**src/bcdm_pkg.sv**
```systemverilog
// ----------------------------------------------------------------------------
// Block cache drive mapper package
// Shared constants, codes and interface structs for the mapper block.
// ----------------------------------------------------------------------------
package bcdm_pkg;

  // Sizing
  localparam int SLOTS     = 3;
  localparam int MAP_BYTES = 8192;
  localparam int SLOT_W    = (SLOTS > 1) ? $clog2(SLOTS) : 1;

  // Cached map organization: rows of MAP_W bits.
  localparam int MAP_W    = 32;
  localparam int BIT_AW   = $clog2(MAP_W);
  localparam int MAP_BITS = MAP_BYTES * 8;
  localparam int MAP_ROWS = MAP_BITS / MAP_W;
  localparam int ROW_AW   = $clog2(MAP_ROWS);

  // Constants of the function
  localparam logic [15:0] CATALOG_BLOCK  = 16'hFFFF;
  localparam logic [15:0] MOUNT_BASE_RST = 16'd1024;
  localparam logic [15:0] PROT_RST       = 16'd280;
  localparam int          BLOCK_SHIFT    = 9;   // 512-byte blocks

  // Command codes
  localparam logic [2:0] CMD_LOOKUP = 3'd0;
  localparam logic [2:0] CMD_WRITE  = 3'd1;
  localparam logic [2:0] CMD_MARK   = 3'd2;
  localparam logic [2:0] CMD_MOUNT  = 3'd3;
  localparam logic [2:0] CMD_CLOSE  = 3'd4;

  // Result action codes
  localparam logic [2:0] ACT_CATALOG   = 3'd0;
  localparam logic [2:0] ACT_HIT       = 3'd1;
  localparam logic [2:0] ACT_OWNED     = 3'd2;
  localparam logic [2:0] ACT_OUT       = 3'd3;
  localparam logic [2:0] ACT_MOUNT_OK  = 3'd4;
  localparam logic [2:0] ACT_MOUNT_ERR = 3'd5;
  localparam logic [2:0] ACT_DONE      = 3'd6;

  // Configuration register indexes
  localparam logic REG_MOUNT_BASE = 1'b0;
  localparam logic REG_PROTECTED  = 1'b1;

  // Shared adder request and response
  typedef struct packed {
    logic        sub;
    logic [31:0] a;
    logic [31:0] b;
    logic [15:0] c;
  } alu_req_t;

  typedef struct packed {
    logic [32:0] sum;
    logic        lt;
  } alu_rsp_t;

  // Cached map request and status
  typedef struct packed {
    logic              rd_en;
    logic              wr_en;
    logic [ROW_AW-1:0] addr;
    logic [MAP_W-1:0]  wr_data;
    logic              sweep_start;
    logic [15:0]       sweep_count;
  } map_req_t;

  typedef struct packed {
    logic             busy;
    logic [MAP_W-1:0] rd_data;
  } map_stat_t;

endpackage

```
**src/bcdm_alu.sv**
```systemverilog
// ----------------------------------------------------------------------------
// Block cache drive mapper shared adder
// One 32-bit add/subtract with a range compare of the low half of the result.
// ----------------------------------------------------------------------------
module bcdm_alu (
  input  bcdm_pkg::alu_req_t req,
  output bcdm_pkg::alu_rsp_t rsp
);

  logic [32:0] sum;

  // For subtraction, sum[32] is the borrow: set when a < b.
  assign sum = req.sub ? ({1'b0, req.a} - {1'b0, req.b}) : ({1'b0, req.a} + {1'b0, req.b});

  assign rsp.sum = sum;
  assign rsp.lt  = !sum[32] && (sum[31:16] == 16'd0) && (sum[15:0] < req.c);

endmodule

```
**config.mk**
```make
export PLATFORM = sky130hd
export DESIGN_NAME = bcdm_alu
export DESIGN_NICKNAME = d
export VERILOG_FILES = /design/src/bcdm_pkg.sv /design/src/bcdm_alu.sv
export SDC_FILE = /design/constraint.sdc
export NUM_CORES = 1
export LEC_CHECK = 0
export BUFFER_PORTS_ARGS = -buffer_cell sky130_fd_sc_hd__buf_2
export CAP_MARGIN = 20
export CORE_MARGIN = 3
export CORE_UTILIZATION = 48
export DETAILED_ROUTE_END_ITERATION = 12
export MAX_ROUTING_LAYER = met4
export PLACE_DENSITY = 0.91
export RECOVER_POWER = 50
export SLEW_MARGIN = 20
export SYNTH_ARGS = -nofsm -noshare
export SYNTH_HDL_FRONTEND = slang
export SYNTH_SLANG_ARGS = --single-unit
```
**constraint.sdc**
```tcl
create_clock -name vclk -period 5.2
set_input_delay 0.78 -clock vclk [all_inputs]
set_output_delay 0.78 -clock vclk [all_outputs]
set_load 0.005 [all_outputs]
```
==> summary by stage, run 1 <==
Place
After detailed placement, the design holds a cell count of 778. Input and output buffers added on the ports amount to 115. The congestion estimate from routability-driven global placement came to about 1.0.

In this run the cell area measured after placement is 4770 um^2. The placed wire-length estimate after detailed placement is 11.8 mm.

GRT
Entering global routing, the biggest net connects 23 pins. The global-route congestion overflow total is between 150 and 200. The global-route usage over all layers is between 70% and 80%.

Logic synthesis
The synthesized area per cell is 6.71 um^2. The number of standard cells after synthesis is 473. Yosys mapped the design onto 60 distinct sky130hd cell types.

The part of the Yosys area used for sequential elements is 0%. The Yosys step of the flow raised 0 warnings. When the netlist entered floorplanning its net count stood at 603. The synthesized netlist occupies a cell area of 3170 um^2.

STA
The global-route repair_timing pass left the worst setup endpoint at rsp[0]. After the last repair the worst path ends at an output port.

Floorplan
In this run the core area contains 28 standard-cell rows. Pin placement for this block handled roughly 120 I/O pins. The die is 87.3 um wide. The initial utilization of the core area, before any placement, comes to 51.5%. The die is 87.3 um tall.

Status
The last stage reached is global routing (5_1_grt). The run stopped with a tool error. The tool reported: "[ERROR GRT-0232] Routing congestion too high. Check the congestion heatmap in the GUI".

Clock tree
The hold buffer count at cts is 0.
-- logic make-up after synthesis --
| kind of cell | share of synthesized area [%] |
|---|---|
| and+or+nand+nor | 27.4 |
| AOI/OAI and AO/OA | 31.2 |
| buffers and inverters | 6.74 |
| xor gates and xnor gates | 14.1 |
| adders and majority gates | 19.6 |
| muxes | 1.03 |
-- routing by layer --
layer | global-route usage [%] | GRT overflow
met2 | 100 | 108
met4 | 92.9 | 65
met3 | 50.0 | 1
met1 | 70.6 | 0
met5 | - | -
-- Yosys cell counts (all sizes together), types with 3 or more instances --
cell type	number	area, um^2
a211oi	3	22.5
nand4	9	56.3
and2	6	37.5
nor4b	3	56.3
clkbuf	11	41.3
nor3	19	106
nor2	42	158
nor4	5	31.3
and4	3	26.3
inv	38	143
a31oi	7	50.1
ha	48	601
a21oi	60	315
nand3	15	75.1
a21o	17	128
buf	6	30.0
o311ai	3	26.3
xor2	8	70.1
or3	3	18.8
nand2b	5	31.3
o21ai	19	103
o21bai	3	22.5
o2111ai	3	26.3
o31ai	4	30.0
nand2	34	128
a21boi	3	22.5
nor2b	6	37.5
o211ai	5	37.5
o21a	9	67.6
or4	4	33.8
and3	6	37.5
xnor2	43	377
-- metrics by stage --
step           setup slack [ns]  TNS (ns)  util (%)  hold WS, ns
3_5_place_dp             -0.892     -2.07      77.4         2.01
4_1_cts                  -0.805     -1.69      85.1         2.01
3_3_place_gp             -0.533    -0.876      77.4         1.98
2_1_floorplan            -0.173    -0.173         -         1.72
-- timing repair --
| item | in CTS |
|---|---|
| pin swaps | 40 |
| buffers inserted | 24 |
| setup endpoints to repair | 9 |
| gates resized for setup | 62 |
==> run 2, diff against run 1 <==
- CORE_UTILIZATION: 48 -> 40
- MAX_ROUTING_LAYER: met4 -> default
- PLACE_DENSITY: 0.91 -> default
- PLACE_DENSITY_LB_ADDON: default -> 0.15
- clock period: 5.2 -> 6.8 ns (I/O delays scaled with it)
==> run 2 against run 1 <==
Effect of this change: the run now ends clean; synthesized area is the same; synthesized cell count is the same.
==> summary by stage, run 2 <==
Critical path
On the worst path, the slowest cell contributes a delay of about 0.50 ns. The worst setup path is launched from an input port. Data arrives at the worst endpoint at 5.50 ns. The cell type of the slowest stage on the worst timing path is sky130_fd_sc_hd__or4_4. The signal on the critical path passes through buf_2 > inv_1 > ha_2 > nor4b_4 > a21oi_2 > xnor2_1 > ha_1 > a21oi_2 > o21ai_1 > or3_4 > o2111ai_4 > nand2_2 > xor2_1 > ha_1 > a21o_1 > a21oi_1 > nor2b_1 > or4_4 > nor4_4 > o2111a_1 > nand4b_1 > nor3_2 > buf_2. The required time of the critical path is just under 6 ns. The critical-path maximum fanout is 5. The dominant delay contributor by cell family on the critical path is simple AND/OR/NAND/NOR gates. The critical path start-end classification is in -> out. Counting both buffers and inverters, the worst setup path holds a total of 3. STA classifies the critical path endpoint as a primary output.

Logic synthesis
Top cells by area in the synthesized netlist: sky130_fd_sc_hd__ha_1, sky130_fd_sc_hd__xnor2_1, sky130_fd_sc_hd__a21oi_1, sky130_fd_sc_hd__nor2_1, sky130_fd_sc_hd__inv_1 (unchanged). The area of the mapped netlist is 3170 um^2 (unchanged). The synthesized area per cell is 6.71 um^2 (unchanged). The number of standard cells after synthesis was 473 (unchanged). The part of the Yosys area used for sequential elements is 0% (unchanged). The most area-hungry cell type in the Yosys netlist is sky130_fd_sc_hd__ha_1 (unchanged). The fraction of synthesized cell area taken by the top area cell type is 18.9% (unchanged). The most common cell in the synthesized netlist was sky130_fd_sc_hd__a21oi_1 (unchanged).

The net count after synthesis is 603 (unchanged). List of most frequent post-synthesis cells: sky130_fd_sc_hd__a21oi_1, sky130_fd_sc_hd__ha_1, sky130_fd_sc_hd__xnor2_1 (unchanged). The count of different cell masters after synthesis is 60 (unchanged). The number of warnings printed during yosys synthesis is 0 (unchanged).

Routing
Detailed routing inserted a total of roughly 3.8k vias. Wires add up to between 10 and 15 mm. The number of search-and-repair iterations in the first detailed-routing pass is 5. The average via count per standard cell is approximately 5.6. The routed wirelength normalized by instance count is approximately 15 um.

For this block, the initial DRC count from the detailed router was 175. The post-detailed-route DRC marker count is 0. The count of nets left with antenna violations once routing finished came out at 0.

GRT
The largest net degree at the start of global routing is 31. The number of antenna violations at the first check in global routing is 0. Global routing used 22.2% of the available tracks. The wire length of the first global-routing pass is 16.7 mm. The number of global-route vias before repair was approximately 3.6k. The global-route congestion overflow total is 0.

Place
The number of cells after detailed placement is 676 (was 778). The number of buffer cells added on primary ports is 115 (unchanged). The routability-driven placement congestion ratio is 0.958 (was 1.03). The placed wire-length estimate after detailed placement is 8.83 mm (was 11.8 mm).

Floorplan
The die covers 9040 um^2. The floorplan die height is 95.1 um (was 87.3 um). The number of placement rows is 31 (was 28). The starting density of the core came to 42.4% (was 51.5%). The core area is around 7500 um^2.

The die span in x is 95.1 um (was 87.3 um). The I/O pin count is 115 (unchanged).

STA
At the pin with the least slew margin, the transition time is between 0.7 and 0.8 ns. The tightest slew margin relative to the limit is 49.1%. Counting I/O delays and the setup requirement, the final critical path takes 6.52 ns.

Static timing analysis puts the maximum clock frequency at 153 MHz. The number of slew-limit violations in the final report is 0. In the finished design, the share of the clock period the worst path needs comes to 95.9%.

The setup violation total in the final timing report is 0. The count of endpoints failing hold in the final timing report came to 0.

Power and ir drop
Per report_power, the clock group accounts for 0% of the total. The combinational group share of total power is 100.0%. Per report_power, the sequential group accounts for 0% of the total. The switching part of the total power is a little under three fifths. The internal power is 0.000243 W. In this run the power density over the cells is about 140 nW/um^2. VDD sags by at most 0.0748 mV. Summed over all cells, the static leakage comes to 1.91 nW.

In this run the power spent charging and discharging nets is 0.000310 W. The overall power consumption is 0.000552 W.

Flow run
Across the run, the number of max-cap violations was 0.

Cells and area
The layout has 0 clock buffers. There are 0 flip-flops and latches. In the layout the commonest cells are sky130_fd_sc_hd__buf_2, sky130_fd_sc_hd__a21oi_1, sky130_fd_sc_hd__ha_1. The area used by sequential logic in the layout is 0 um^2. The area growth from synthesis to layout is 24.7%. Of the cells placed in the final design, the portion with a size suffix greater than 1 is 25.0%. After the last flow step, the layout net total stands at 711. After the flow finishes, the layout carries non-filler instances totaling 678.

Leaving out fill and tap cells, the most frequent cell in the layout is sky130_fd_sc_hd__buf_2. The diode insertion count for antenna repair is 0.

Status
Status: complete, no violations (was did not finish).

Clock tree
The hold buffer count at cts came to 0 (unchanged).

Hold path
The worst hold-check path type is in -> out.
==> run 2: stage by stage <==
| stage | util, % | hold WS, ns | instance area [um^2] | setup TNS [ns] | setup WS, ns |
|---|---|---|---|---|---|
| finish | 52.9 | 2.44 | 3960 | 0 | 0.279 |
| global route | 52.9 | 2.49 | 3960 | -0.0635 | -0.0635 |
| CTS | 51.4 | 2.45 | 3850 | 0 | 0.169 |
| detailed placement | 51.4 | 2.44 | 3850 | 0 | 0.188 |
| global placement | 51.4 | 2.45 | 3850 | 0 | 0.343 |
| floorplan | - | 2.20 | 3170 | 0 | 0.892 |
==> run 2: cell type report <==
type | count | area [um^2]
fillers | 805 | 3530
inverters | 38 | 143
multi-input cells | 418 | 3060
well taps | 99 | 124
repair buffers | 123 | 627
==> run 2: per-layer routing <==
layer / wire length [um] / share of wire [%] / track usage (%)
met5: 0 / 0 / 0
met2: 4630 / 45 / 37.1
met1: 5000 / 49 / 33.0
met4: 36 / 0.35 / 0.601
met3: 569 / 5.6 / 1.34
==> run 2: kinds of logic after synthesis <==
group / Yosys count / share of synthesized area (%)
simple gates: 164 / 27.4
compound gates: 151 / 31.2
mux: 3 / 1.03
xor+xnor: 51 / 14.1
buf+inv: 55 / 6.74
fa+ha+maj: 49 / 19.6
==> run 2: final timing paths <==
kind	startpoint	endpoint	cells past startpoint
max	req[16]	rsp[0]	23
min	req[16]	rsp[1]	4
==> run 2: power groups by stage <==
stage          Combinational [W]  Clock [W]  Sequential [W]
6_report                0.000552          0               0
3_3_place_gp            0.000518          0               0
3_5_place_dp            0.000523          0               0
5_1_grt                 0.000619          0               0
2_1_floorplan           0.000351          0               0
4_1_cts                 0.000526          0               0
==> run 2: worst min-delay path, cell delays in order <==
cell,delay (ns)
sky130_fd_sc_hd__buf_2,0.11
sky130_fd_sc_hd__ha_1,0.15
sky130_fd_sc_hd__inv_1,0.04
sky130_fd_sc_hd__buf_2,0.11
==> run 2: repair_timing <==
action	in CTS	in global routing
endpoints found under the setup margin	0	1
gates resized for setup	0	19
buffers inserted	0	2
No activity file was read; power rests on OpenSTA's default activity.
